**config.mk**
```make
export PLATFORM = sky130hd
export DESIGN_NAME = cbor_stream_item_decoder_flat
export DESIGN_NICKNAME = d
export VERILOG_FILES = /design/src/design/csid_pkg.sv /design/src/design/csid_stream_if.sv /design/src/design/csid_ram.sv /design/src/design/cbor_stream_item_decoder.sv /design/src/flat_wrapper.sv
export SDC_FILE = /design/constraint.sdc
export NUM_CORES = 1
export LEC_CHECK = 0
export BUFFER_PORTS_ARGS = -buffer_cell sky130_fd_sc_hd__clkbuf_2
export CORE_UTILIZATION = 30
export DETAILED_ROUTE_END_ITERATION = 10
export SYNTH_ARGS = -nofsm -noshare
export SYNTH_HDL_FRONTEND = slang
export SYNTH_SLANG_ARGS = --single-unit
```
**constraint.sdc**
```tcl
create_clock -name i_clk -period 3.9 [get_ports i_clk]
set_input_delay 0.39 -clock i_clk [delete_from_list [all_inputs] [get_ports i_clk]]
set_output_delay 0.39 -clock i_clk [all_outputs]
set_load 0.05 [all_outputs]
```
**src/design/csid_pkg.sv**
```systemverilog
`default_nettype none

package csid_pkg;

    // default depth of the container stack
    localparam int MAX_NESTING_DEF = 16;

    // width of an items-due count: a map doubles a 16-bit count
    localparam int CNT_W = 17;

    // result kinds
    localparam logic [1:0] KIND_HEAD    = 2'd0;
    localparam logic [1:0] KIND_PAYLOAD = 2'd1;
    localparam logic [1:0] KIND_ERROR   = 2'd2;

    // error codes
    localparam logic [2:0] ERR_NONE      = 3'd0;
    localparam logic [2:0] ERR_TRUNCATED = 3'd1;
    localparam logic [2:0] ERR_MALFORMED = 3'd2;
    localparam logic [2:0] ERR_COUNT     = 3'd3;
    localparam logic [2:0] ERR_DEPTH     = 3'd4;

    // major types
    localparam logic [2:0] MAJ_BSTR  = 3'd2;
    localparam logic [2:0] MAJ_TSTR  = 3'd3;
    localparam logic [2:0] MAJ_ARRAY = 3'd4;
    localparam logic [2:0] MAJ_MAP   = 3'd5;
    localparam logic [2:0] MAJ_TAG   = 3'd6;

    // additional info codes
    localparam logic [4:0] AI_DIRECT_MAX = 5'd23;
    localparam logic [4:0] AI_ARG8       = 5'd24;
    localparam logic [4:0] AI_ARG16      = 5'd25;
    localparam logic [4:0] AI_ARG32      = 5'd26;
    localparam logic [4:0] AI_BAD_LO     = 5'd27;
    localparam logic [4:0] AI_BAD_HI     = 5'd31;

    // largest string length or container count
    localparam logic [31:0] ARG_LIMIT = 32'h0000_FFFF;

    typedef enum logic [1:0] {
        PH_HEAD,
        PH_ARG,
        PH_PAYLOAD
    } t_phase;

    typedef struct packed {
        logic [7:0] in_byte;
        logic       last_byte;
    } t_in_word;

    typedef struct packed {
        logic [1:0]  out_kind;
        logic [2:0]  head_major;
        logic [31:0] argument;
        logic [2:0]  head_length;
        logic [7:0]  payload_byte;
        logic [2:0]  error_code;
        logic        item_complete;
        logic [4:0]  nest_level;
    } t_out_word;

endpackage

`default_nettype wire

```
**src/design/csid_stream_if.sv**
```systemverilog
`default_nettype none

interface csid_stream_if #(
    parameter type T = logic
) ();
    logic valid;
    logic ready;
    T     data;

    modport source (output valid, output data, input ready);
    modport sink   (input valid, input data, output ready);
endinterface

`default_nettype wire

```
**src/design/csid_ram.sv**
```systemverilog
`default_nettype none

module csid_ram #(
    parameter int WIDTH = 8,
    parameter int DEPTH = 16,
    localparam int AW = (DEPTH > 1) ? $clog2(DEPTH) : 1
) (
    input  logic             i_clk,
    input  logic             i_we,
    input  logic [AW-1:0]    i_waddr,
    input  logic [WIDTH-1:0] i_wdata,
    input  logic [AW-1:0]    i_raddr,
    output logic [WIDTH-1:0] o_rdata
);
    logic [WIDTH-1:0] r_mem [DEPTH];
    logic [WIDTH-1:0] r_rdata;

    always_ff @(posedge i_clk) begin
        if (i_we) begin
            r_mem[i_waddr] <= i_wdata;
        end
        r_rdata <= r_mem[i_raddr];
    end

    assign o_rdata = r_rdata;
endmodule

`default_nettype wire

```
**src/design/cbor_stream_item_decoder.sv**
```systemverilog
// CBOR item head decoder. One byte word is taken per clock, back to back, with no stall of
// its own: i_in.ready drops only when two result words are already waiting on o_out. Each
// byte gives zero or one result word, registered into the two-word output buffer.
// Heads (initial byte plus 0, 1, 2 or 4 big-endian argument bytes) give one head word when
// complete, string bytes are passed out one word each, and malformed input, oversized
// counts, nesting deeper than MAX_NESTING and a buffer ending mid-item give an error; after
// any error decoding restarts at top level. The nesting stack lives in a one-port-write,
// one-port-read RAM of MAX_NESTING entries: the innermost count sits in registers, every
// lower entry stores its count already reduced by the child above it plus the level an end
// lands on, so a cascade of closing containers resolves on the closing byte itself. The entry at the
// landing level is kept prefetched, and refilled by one RAM read after each pop, which keeps
// the one-byte-per-clock rate with no interlock. Stack entries are written on push before
// they are ever read, so the RAM needs no clearing pass after reset.
`default_nettype none

module cbor_stream_item_decoder #(
    parameter int MAX_NESTING = csid_pkg::MAX_NESTING_DEF
) (
    input  logic          i_clk,
    input  logic          i_rst_n,
    csid_stream_if.sink   i_in,
    csid_stream_if.source o_out
);
    import csid_pkg::*;

    localparam int LVL_W = $clog2(MAX_NESTING + 1);
    localparam int AW    = (MAX_NESTING > 1) ? $clog2(MAX_NESTING) : 1;
    localparam int ENT_W = CNT_W + LVL_W;

    // byte decode
    t_in_word   in_w;
    logic       in_acc;
    logic [7:0] b;
    logic [2:0] b_major;
    logic [4:0] b_ai;

    // head and string state
    t_phase      r_phase, n_phase;
    logic [2:0]  r_held, n_held;
    logic [31:0] r_acc, n_acc;
    logic [2:0]  r_abl, n_abl;
    logic [2:0]  r_hbs, n_hbs;
    logic [15:0] r_sbl, n_sbl;

    // stack: depth, innermost count and its landing level, prefetched landing entry
    logic [LVL_W-1:0] r_level, n_level;
    logic [CNT_W-1:0] r_top_cnt, n_top_cnt;
    logic [LVL_W-1:0] r_top_land, n_top_land;
    logic [CNT_W-1:0] r_pf_cnt, n_pf_cnt, pf_cnt_cur;
    logic [LVL_W-1:0] r_pf_land, n_pf_land, pf_land_cur;
    logic             r_pf_pend, n_pf_pend;

    // stack ram
    logic             mem_we;
    logic [AW-1:0]    mem_waddr;
    logic [AW-1:0]    mem_raddr;
    logic [ENT_W-1:0] mem_wdata;
    logic [ENT_W-1:0] mem_rdata;
    logic [LVL_W-1:0] wlvl_m1;
    logic [LVL_W-1:0] rlvl_m1;

    // per-byte work
    logic             res_have;
    t_out_word        res;
    logic [2:0]       fail_code;
    logic             do_head;
    logic             do_end;
    logic [2:0]       h_major;
    logic [31:0]      h_arg;
    logic [2:0]       h_len;
    logic [CNT_W-1:0] top_dec;
    logic             is_str;
    logic             is_cont;
    logic [LVL_W+4:0] nest_ext;

    // two-word output buffer
    logic      r_va, r_vb;
    t_out_word r_a, r_b;
    logic      out_pop;
    logic      out_push;

    assign in_w    = i_in.data;
    assign in_acc  = i_in.valid & i_in.ready;
    assign b       = in_w.in_byte;
    assign b_major = b[7:5];
    assign b_ai    = b[4:0];

    assign top_dec = r_top_cnt - 1'b1;

    // landing entry: straight from the ram in the cycle after a pop
    assign pf_cnt_cur  = r_pf_pend ? mem_rdata[ENT_W-1:LVL_W] : r_pf_cnt;
    assign pf_land_cur = r_pf_pend ? mem_rdata[LVL_W-1:0]     : r_pf_land;

    assign wlvl_m1   = r_level - 1'b1;
    assign rlvl_m1   = pf_land_cur - 1'b1;
    assign mem_waddr = wlvl_m1[AW-1:0];
    assign mem_raddr = rlvl_m1[AW-1:0];
    assign mem_wdata = {top_dec, r_top_land};

    csid_ram #(
        .WIDTH (ENT_W),
        .DEPTH (MAX_NESTING)
    ) u_stack (
        .i_clk   (i_clk),
        .i_we    (mem_we),
        .i_waddr (mem_waddr),
        .i_wdata (mem_wdata),
        .i_raddr (mem_raddr),
        .o_rdata (mem_rdata)
    );

    always_comb begin
        n_phase    = r_phase;
        n_held     = r_held;
        n_acc      = r_acc;
        n_abl      = r_abl;
        n_hbs      = r_hbs;
        n_sbl      = r_sbl;
        n_level    = r_level;
        n_top_cnt  = r_top_cnt;
        n_top_land = r_top_land;
        n_pf_cnt   = pf_cnt_cur;
        n_pf_land  = pf_land_cur;
        n_pf_pend  = 1'b0;
        mem_we     = 1'b0;
        res_have   = 1'b0;
        res        = '0;
        fail_code  = ERR_NONE;
        do_head    = 1'b0;
        do_end     = 1'b0;
        h_major    = b_major;
        h_arg      = {27'd0, b_ai};
        h_len      = 3'd1;
        is_str     = 1'b0;
        is_cont    = 1'b0;
        nest_ext   = '0;

        if (in_acc) begin
            case (r_phase)
                PH_ARG: begin
                    n_acc = {r_acc[23:0], b};
                    n_abl = r_abl - 3'd1;
                    n_hbs = r_hbs + 3'd1;
                    if (r_abl == 3'd1) begin
                        do_head = 1'b1;
                        h_major = r_held;
                        h_arg   = n_acc;
                        h_len   = n_hbs;
                    end
                end
                PH_PAYLOAD: begin
                    res_have         = 1'b1;
                    res.out_kind     = KIND_PAYLOAD;
                    res.head_major   = r_held;
                    res.payload_byte = b;
                    n_sbl            = r_sbl - 16'd1;
                    if (r_sbl == 16'd1) begin
                        n_phase = PH_HEAD;
                        do_end  = 1'b1;
                    end
                end
                default: begin
                    if (b_ai inside {[AI_BAD_LO:AI_BAD_HI]} || b_major == MAJ_TAG) begin
                        fail_code = ERR_MALFORMED;
                    end else if (b_ai <= AI_DIRECT_MAX) begin
                        do_head = 1'b1;
                    end else begin
                        n_held  = b_major;
                        n_acc   = '0;
                        n_hbs   = 3'd1;
                        n_abl   = (b_ai == AI_ARG8) ? 3'd1 : (b_ai == AI_ARG16) ? 3'd2 : 3'd4;
                        n_phase = PH_ARG;
                    end
                end
            endcase

            // complete head: range checks, then string, container or scalar
            if (do_head) begin
                n_phase = PH_HEAD;
                n_abl   = '0;
                n_hbs   = '0;
                is_str  = (h_major == MAJ_BSTR) || (h_major == MAJ_TSTR);
                is_cont = (h_major == MAJ_ARRAY) || (h_major == MAJ_MAP);
                if (is_str && h_arg > ARG_LIMIT) begin
                    fail_code = ERR_TRUNCATED;
                end else if (is_cont && h_arg > ARG_LIMIT) begin
                    fail_code = ERR_COUNT;
                end else if (is_cont && h_arg != 32'd0 &&
                             r_level >= LVL_W'(MAX_NESTING)) begin
                    fail_code = ERR_DEPTH;
                end else begin
                    res_have        = 1'b1;
                    res.out_kind    = KIND_HEAD;
                    res.head_major  = h_major;
                    res.argument    = h_arg;
                    res.head_length = h_len;
                    if (h_arg == 32'd0 || !(is_str || is_cont)) begin
                        do_end = 1'b1;
                    end else if (is_str) begin
                        n_held  = h_major;
                        n_sbl   = h_arg[15:0];
                        n_phase = PH_PAYLOAD;
                    end else begin
                        // push: the old top goes to ram, pre-reduced by this child
                        n_level   = r_level + 1'b1;
                        n_top_cnt = (h_major == MAJ_MAP) ? {h_arg[15:0], 1'b0}
                                                         : {1'b0, h_arg[15:0]};
                        if (r_level == '0) begin
                            n_top_land = '0;
                        end else begin
                            mem_we = 1'b1;
                            if (top_dec != '0) begin
                                n_top_land = r_level;
                                n_pf_cnt   = top_dec;
                                n_pf_land  = r_top_land;
                            end else begin
                                n_top_land = r_top_land;
                            end
                        end
                    end
                end
            end

            // an item ended: count down, closing every container that runs out
            if (do_end) begin
                if (r_level == '0) begin
                    res.item_complete = 1'b1;
                end else if (top_dec != '0) begin
                    n_top_cnt = top_dec;
                end else begin
                    n_level = r_top_land;
                    if (r_top_land == '0) begin
                        res.item_complete = 1'b1;
                    end else begin
                        n_top_cnt  = pf_cnt_cur;
                        n_top_land = pf_land_cur;
                        n_pf_pend  = (pf_land_cur != '0);
                    end
                end
            end

            if (fail_code != ERR_NONE) begin
                res_have       = 1'b1;
                res            = '0;
                res.out_kind   = KIND_ERROR;
                res.error_code = fail_code;
                n_phase        = PH_HEAD;
                n_level        = '0;
                n_abl          = '0;
                n_hbs          = '0;
                n_sbl          = '0;
            end else if (in_w.last_byte && (n_phase != PH_HEAD || n_level != '0)) begin
                // buffer ends mid-item
                if (res_have) begin
                    res.error_code    = ERR_TRUNCATED;
                    res.item_complete = 1'b0;
                end else begin
                    res_have       = 1'b1;
                    res            = '0;
                    res.out_kind   = KIND_ERROR;
                    res.error_code = ERR_TRUNCATED;
                end
                n_phase = PH_HEAD;
                n_level = '0;
                n_abl   = '0;
                n_hbs   = '0;
                n_sbl   = '0;
            end

            nest_ext       = {5'd0, n_level};
            res.nest_level = nest_ext[4:0];
        end
    end

    // output buffer: head word plus one skid word
    assign out_pop  = r_va & o_out.ready;
    assign out_push = in_acc & res_have;

    assign i_in.ready  = ~r_vb;
    assign o_out.valid = r_va;
    assign o_out.data  = r_a;

    always_ff @(posedge i_clk) begin
        if (!i_rst_n) begin
            r_phase   <= PH_HEAD;
            r_level   <= '0;
            r_pf_pend <= 1'b0;
            r_va      <= 1'b0;
            r_vb      <= 1'b0;
        end else begin
            r_phase   <= n_phase;
            r_level   <= n_level;
            r_pf_pend <= n_pf_pend;
            if (r_vb) begin
                if (out_pop) begin
                    r_vb <= 1'b0;
                end
            end else if (out_push) begin
                if (r_va && !out_pop) begin
                    r_vb <= 1'b1;
                end else begin
                    r_va <= 1'b1;
                end
            end else if (out_pop) begin
                r_va <= 1'b0;
            end
        end
    end

    always_ff @(posedge i_clk) begin
        r_held     <= n_held;
        r_acc      <= n_acc;
        r_abl      <= n_abl;
        r_hbs      <= n_hbs;
        r_sbl      <= n_sbl;
        r_top_cnt  <= n_top_cnt;
        r_top_land <= n_top_land;
        r_pf_cnt   <= n_pf_cnt;
        r_pf_land  <= n_pf_land;
        if (r_vb) begin
            if (out_pop) begin
                r_a <= r_b;
            end
        end else if (out_push) begin
            if (r_va && !out_pop) begin
                r_b <= res;
            end else begin
                r_a <= res;
            end
        end
    end

`ifndef SYNTHESIS
    a_skid_behind_head: assert property (@(posedge i_clk) disable iff (!i_rst_n)
        r_vb |-> r_va)
        else $error("skid word held without head word");

    a_level_bound: assert property (@(posedge i_clk) disable iff (!i_rst_n)
        r_level <= LVL_W'(MAX_NESTING))
        else $error("nesting level beyond stack depth");

    a_land_below_top: assert property (@(posedge i_clk) disable iff (!i_rst_n)
        (r_level != '0) |-> (r_top_land < r_level))
        else $error("landing level not below top");

    a_error_to_top: assert property (@(posedge i_clk) disable iff (!i_rst_n)
        (in_acc && res_have && res.error_code != ERR_NONE) |=>
            (r_level == '0 && r_phase == PH_HEAD))
        else $error("decoder not back at top level after error");
`endif
endmodule

`default_nettype wire
```
**src/flat_wrapper.sv**
```systemverilog
// flat-port wrapper written by rule: the top's interface ports become plain ports
module cbor_stream_item_decoder_flat import csid_pkg::*;
#(
    parameter int MAX_NESTING = csid_pkg::MAX_NESTING_DEF
)
  (i_clk, i_rst_n, i_in_valid, i_in_data, i_in_ready, o_out_valid, o_out_data, o_out_ready);
  csid_stream_if i_in_i ();
  csid_stream_if o_out_i ();
  input  logic i_clk;
  input  logic i_rst_n;
  input wire logic [$bits(i_in_i.valid)-1:0] i_in_valid;
  input wire logic [$bits(i_in_i.data)-1:0] i_in_data;
  output wire logic [$bits(i_in_i.ready)-1:0] i_in_ready;
  output wire logic [$bits(o_out_i.valid)-1:0] o_out_valid;
  output wire logic [$bits(o_out_i.data)-1:0] o_out_data;
  input wire logic [$bits(o_out_i.ready)-1:0] o_out_ready;
  assign i_in_i.valid = i_in_valid;
  assign i_in_i.data = i_in_data;
  assign i_in_ready = i_in_i.ready;
  assign o_out_valid = o_out_i.valid;
  assign o_out_data = o_out_i.data;
  assign o_out_i.ready = o_out_ready;
  cbor_stream_item_decoder #(.MAX_NESTING(MAX_NESTING)) u_core (.i_clk(i_clk), .i_rst_n(i_rst_n), .i_in(i_in_i), .o_out(o_out_i));
endmodule
```
* Word-level counts from Yosys, hierarchy flattened
Memory sizes are Yosys's and may differ from the RTL's. A register that Yosys moved wholly into a read port is not among the register bits.
Cells that the tools add are included.
** Cells by class
- Add/sub/neg operators :: 6
- $lt $le $gt $ge :: 2
- Equality and inequality tests :: 11
- Multiplexer cells :: 125
- Bitwise gates (word level) :: 11
- Reductions and logical operators :: 33
** Operators by type and width (count)
- $mux 17 :: 21
- $mux 5 :: 34
- $mux 16 :: 7
- $mux 1 :: 41
- $gt 32x16->1 const B :: 1
- $logic_not 32->1 :: 1
- $mux 32 :: 1
- $reduce_bool 32->1 :: 1
- $mux 3 :: 9
- $mux 2 :: 11
- $reduce_bool 17->1 :: 1
- $sub 17x1->17 const B :: 1
- $eq 16x1->1 const B :: 1
- $sub 16x1->16 const B :: 1
- $logic_not 5->1 :: 2
- $reduce_bool 5->1 :: 2
- $reduce_and 3->1 :: 3
- $not 1->1 :: 8
- $sub 4x1->4 const B :: 2
- $reduce_and 7->1 :: 1
- $eq 3x2->1 const B :: 2
- $eq 3x3->1 const B :: 2
- $logic_and 1x1->1 :: 6
- $reduce_bool 2->1 :: 3
- other kinds (18) :: 26
** Storage, ports and cells
- Bits in registers :: 78
- Memory bits (writable) :: 352
- Input port bits :: 5
- Output and inout bits :: 3
- Memories kept :: 1
** Memories
- u_core.u_stack.r_mem :: words 16, bits a word 22, read ports 1, clocked after memory_dff 1, wr ports 1, RTL line csid_ram.sv:15 : logic [WIDTH-1:0] r_mem [DEPTH];

* Logic depth before layout (Yosys ltp)
- Depth in word-level cells :: 27
- Gate-level depth with buffers :: 8
- Depth with buffers taken out :: 6

* Cells and area by module
From an unflattened synthesis, not the netlist that was laid out.
** Second synthesis, totals
- Cell total of the unflattened synthesis :: 958
- Area total of the unflattened synthesis :: 17775.8 um^2
** By module, submodules not included
- csid_ram :: instances 1, cells each 583, area each 13822.0 um^2
- cbor_stream_item_decoder :: instances 1, cells each 375, area each 3953.8 um^2

* Worst setup path before layout
OpenSTA, ideal clock, no wires.
- Path kind :: reg-to-reg
- Start :: register u_core.r_sbl[10]
- End :: register u_core.r_sbl[4], data pin
- Setup time :: 149 ps
- Arrival :: 1927 ps
- Required time :: 3751 ps
- Setup slack :: 1823 ps
- Stages on the path, launching flop included :: 7
- Cell sequence :: edfxtp_1 or4_4 or2_4 o311a_1 buf_6 buf_12 nor3_4
** On the way
- Longest elaborated chain between the ends :: 15
** RTL lines
- start: declaration :: RTL line cbor_stream_item_decoder.sv:43 : logic [15:0] r_sbl, n_sbl;
- start signal: assignment :: RTL line cbor_stream_item_decoder.sv:315 : r_sbl <= n_sbl;
- $eq 16x1->1 (*) :: RTL line cbor_stream_item_decoder.sv:157 : if (r_sbl == 16'd1) begin
- $mux 1 :: RTL line cbor_stream_item_decoder.sv:157
- $mux 1 :: RTL line cbor_stream_item_decoder.sv:139 : case (r_phase)
- $mux 1 :: RTL line cbor_stream_item_decoder.sv:197 : if (h_arg == 32'd0 || !(is_str || is_cont)) begin
- $mux 1 :: RTL line cbor_stream_item_decoder.sv:188 : end else if (is_cont && h_arg != 32'd0 &&
- $mux 1 :: RTL line cbor_stream_item_decoder.sv:186 : end else if (is_cont && h_arg > ARG_LIMIT) begin
- $mux 1 :: RTL line cbor_stream_item_decoder.sv:184 : if (is_str && h_arg > ARG_LIMIT) begin
- $mux 1 :: RTL line cbor_stream_item_decoder.sv:178 : if (do_head) begin
- $mux 1 :: RTL line cbor_stream_item_decoder.sv:138 : if (in_acc) begin
- $mux 5 :: RTL line cbor_stream_item_decoder.sv:225 : if (do_end) begin
- $mux 5 :: RTL line cbor_stream_item_decoder.sv:138
- $reduce_bool 5->1 :: RTL line cbor_stream_item_decoder.sv:252 : end else if (in_w.last_byte && (n_phase != PH_HEAD || n_level != '0)) begin
- $logic_or 1x1->1 (*) :: RTL line cbor_stream_item_decoder.sv:252
- $logic_and 1x1->1 (*) :: RTL line cbor_stream_item_decoder.sv:252
- $reduce_or 2->1 (no line) (*)
Mark *: on every way between the ends. The rest lies on a longest branch, timed or not. The select of a mux whose other input is x is not followed.
A chain may end at the register's enable or synchronous reset.

* Final worst setup path
- Start :: register u_core.r_sbl[10]
- End :: register u_core.r_abl[2], data pin
** On the way
- Longest elaborated chain between the ends :: 15
** RTL lines
- $eq 16x1->1 (*) :: RTL line cbor_stream_item_decoder.sv:157
- $mux 1 :: RTL line cbor_stream_item_decoder.sv:157
- $mux 1 :: RTL line cbor_stream_item_decoder.sv:139
- $mux 1 :: RTL line cbor_stream_item_decoder.sv:197
- $mux 1 :: RTL line cbor_stream_item_decoder.sv:188
- $mux 1 :: RTL line cbor_stream_item_decoder.sv:186
- $mux 1 :: RTL line cbor_stream_item_decoder.sv:184
- $mux 1 :: RTL line cbor_stream_item_decoder.sv:178
- $mux 1 :: RTL line cbor_stream_item_decoder.sv:138
- $mux 5 :: RTL line cbor_stream_item_decoder.sv:225
- $mux 5 :: RTL line cbor_stream_item_decoder.sv:138
- $reduce_bool 5->1 :: RTL line cbor_stream_item_decoder.sv:252
- $logic_or 1x1->1 (*) :: RTL line cbor_stream_item_decoder.sv:252
- $logic_and 1x1->1 (*) :: RTL line cbor_stream_item_decoder.sv:252
- $reduce_or 3->1 (no line) (*)
- end signal: assignment :: RTL line cbor_stream_item_decoder.sv:313 : r_abl <= n_abl;
- end: declaration :: RTL line cbor_stream_item_decoder.sv:41 : logic [2:0] r_abl, n_abl;
Marks and branches as above.

==> impl_metrics.json <==
{
  "fin_skew_ns": 0.00454,
  "dpl.cell_count": 207,
  "synth-seq-area-share_pct": 47.1,
  "netlist_area_mm2": 0.00155,
  "viasPerCell": 4.92,
  "drt_first_pass_iters": 4,
  "max_freq_mhz": 403,
  "place.port_buffers": 7,
  "syn_to_final_growth_pct": 8.22,
  "syn-num-nets": 148,
  "rows": 25,
  "wl_per_cell_um": 12.7,
  "p_leak_nw": 0.584,
  "crit_path_start": "u_core.r_sbl[10]",
  "peakVddDrop_mv": 0.121,
  "grt_pass1_wl_um": 4950,
  "drive_above_1_share_pct": 21.5,
  "tightest_slew_ns": 1.03,
  "worstPathArrival_ns": 2.58,
  "rsz0062_at_grt": "false",
  "route.detailed.drc": 0,
  "crit_type": "reg -> reg",
  "dpl.hpwl_um": 1860,
  "fin_crit_sh_pct": 63.6,
  "layout.cells.non_filler": 211,
  "min_period_ns": 2.48,
  "reg2reg_to": "u_core.r_abl[2]",
  "hold_path.class": "in -> reg",
  "timing.max_cap.violations": 0,
  "holdBufCountCts": 0,
  "routabilityCongestion": 0.753,
  "fin_nets": 154,
  "min_to": "u_core.r_level[0]",
  "clock_sinks": 26,
  "min_path_cells": 3,
  "hp-start": "i_rst_n",
  "p_per_area_mw_per_mm2": 368,
  "maxSlewHeadroom_pct": 31.4,
  "drt-total-wl_um": 2690,
  "ys_seq_elements": 26,
  "core_mm2": 0.00485,
  "clock_path_buffers": 2,
  "worstSkewPairLatency_ns": 0.27,
  "r2r_slack_ns": 1.42,
  "syn_avg_cell_area_um2": 11.2,
  "die_w_um": 73.9,
  "status": "finished clean",
  "antenna_found_initial": 0,
  "cts_resized": 0,
  "required_ns": 4.00,
  "syn_inst": 139,
  "vias": 1038,
  "cts-root-buf": "clkbuf_8",
  "cts_tree": "built",
  "die_area_mm2": 0.00547,
  "ctsHtreeMaxLevel": 1,
  "finalSetupViolations": 0,
  "grt_max_degree": 23,
  "fin_tns_setup_ns": 0,
  "antenna_cells": 0,
  "timing.rr.start": "u_core.r_sbl[10]",
  "grt_pass1_vias": 1096,
  "critPathMaxFanout": 19,
  "start_util_pct": 32.0,
  "path_clk_slew_ns": 0.09,
  "cts_made_buffers": 3,
  "num_io_pins": 8,
  "antenna_left": 0,
  "final_max_slew_viol_count": 0,
  "postCtsSetupRepairBufs": 0,
  "overflow": 0,
  "die_h_um": 73.9,
  "drtIter0Drc": 72,
  "synth_cell_type_count": 42,
  "hold_viol": 0,
  "worstSetupStartpointType": "flip-flop",
  "grt_usage_pct": 11.7,
  "yosysWarningCount": 0,
  "r2r_cells": 4,
  "end_kind": "flip-flop"
}
[synth_stat cells (all sizes together)]
| library cell | number | area share [%] |
|---|---|---|
| edfxtp | 21 | 41 |
| xor2 | 7 | 3.9 |
| xnor2 | 4 | 2.3 |
| nand3 | 2 | 0.64 |
| nor2b | 3 | 1.2 |
| buf | 5 | 3.8 |
| nor2 | 7 | 1.7 |
| nand4 | 3 | 1.2 |
| clkbuf | 2 | 0.73 |
| or2b | 1 | 0.48 |
| a21o | 2 | 0.97 |
| and3 | 2 | 0.81 |
| a21oi | 4 | 1.3 |
| inv | 7 | 1.7 |
| nand2 | 7 | 1.7 |
| a21boi | 1 | 0.48 |
| and3b | 2 | 1.1 |
| or2 | 1 | 0.56 |
| o311a | 1 | 0.64 |
| or4 | 2 | 1.3 |
| and2b | 1 | 0.56 |
| or3 | 5 | 2.2 |
| nor4 | 4 | 2.0 |
| ha | 4 | 3.2 |
| a211oi | 5 | 2.4 |
| a2bb2oi | 1 | 0.56 |
| o21ai | 6 | 1.9 |
| nand3b | 2 | 0.97 |
| dfxtp | 5 | 6.4 |
| nor4b | 1 | 0.97 |
| nor3 | 16 | 9.1 |
| o21a | 1 | 0.48 |
| o41ai | 1 | 0.56 |
| o31ai | 3 | 1.5 |
[cell type report]
type / count / area (um^2)
well taps: 67 / 83.8
fillers: 497 / 3170
multi-input cells: 99 / 726
repair buffers: 8 / 42.5
inverters: 7 / 26.3
flip-flops and latches: 26 / 731
clock inverters: 1 / 30.0
clock buffers: 3 / 41.3
[per-layer routing]
layer	GRT usage (%)	part of all wire, %	up-vias
met5	0	0	-
met4	4.70	1.6	0
met3	2.44	3.8	5
met2	20.3	47	17
met1	14.2	47	488
li1	-	-	528
[how the worst max path moves through the flow]
stage / depth (start not counted) / to / slack (ns)
global placement: 4 / u_core.r_abl[1] / 1.54
finish: 4 / u_core.r_abl[2] / 1.42
global route: 4 / u_core.r_abl[2] / 1.31
CTS: 4 / u_core.r_abl[2] / 1.42
floorplan: 6 / u_core.r_sbl[4] / 1.82
detailed placement: 4 / u_core.r_abl[2] / 1.45
[placed cells by master (no fill, tap or decap), types with 5 or more instances in the layout]
master / synthesis / routed
clkbuf_2: 0 / 7
edfxtp_1: 21 / 21
nor3_1: 5 / 5
xor2_1: 7 / 7
nand2_1: 7 / 7
nor3_2: 10 / 10
a211oi_1: 5 / 5
inv_1: 7 / 7
nor2_1: 7 / 7
o21ai_0: 6 / 6
dfxtp_1: 5 / 5
[cell families (layout without fill, tap and decap cells)]
logic type,count (synthesis),in the layout,share of synthesized area [%]
buffers and inverters,14,19,6.20
AOI/OAI and AO/OA,25,25,10.8
xor gates and xnor gates,11,11,6.20
and+or+nand+nor,59,59,26.5
DFF,26,26,47.1
adders and majority gates,4,4,3.22
[sequential cells by signal (all words and copies together), names as in the netlist]
signal / cells
u_core.r_abl: 3
u_core.r_vb: 1
u_core.r_level: 1
u_core.r_b: 1
u_core.r_sbl: 16
u_core.o_out.valid: 1
u_core.o_out.data: 1
u_core.r_phase: 2
[report_power, final]
part	internal, mW	switching (mW)	total [mW]
sequential	0.319	0.0145	0.334
clock	0.137	0.0890	0.226
combinational	0.0221	0.0357	0.0578
[worst max-delay path, stage by stage (launching register included)]
cell and delay (ns):
edfxtp_1 0.49, or4_4 0.52, or2_4 0.26, o311a_1 0.67, nor4_2 0.36
[stage by stage]
step | instance area, um^2 | setup WS [ns] | power [mW] | util, % | hold slack [ns]
floorplan | 1550 | 1.82 | 0.382 | - | 0.435
global route | 1680 | 1.31 | 0.643 | 34.7 | 0.399
global placement | 1610 | 1.54 | 0.395 | 33.2 | 0.461
CTS | 1680 | 1.42 | 0.621 | 34.7 | 0.377
detailed placement | 1610 | 1.45 | 0.398 | 33.2 | 0.472
finish | 1680 | 1.42 | 0.618 | 34.7 | 0.375
Power figures use the tool's default switching activity.
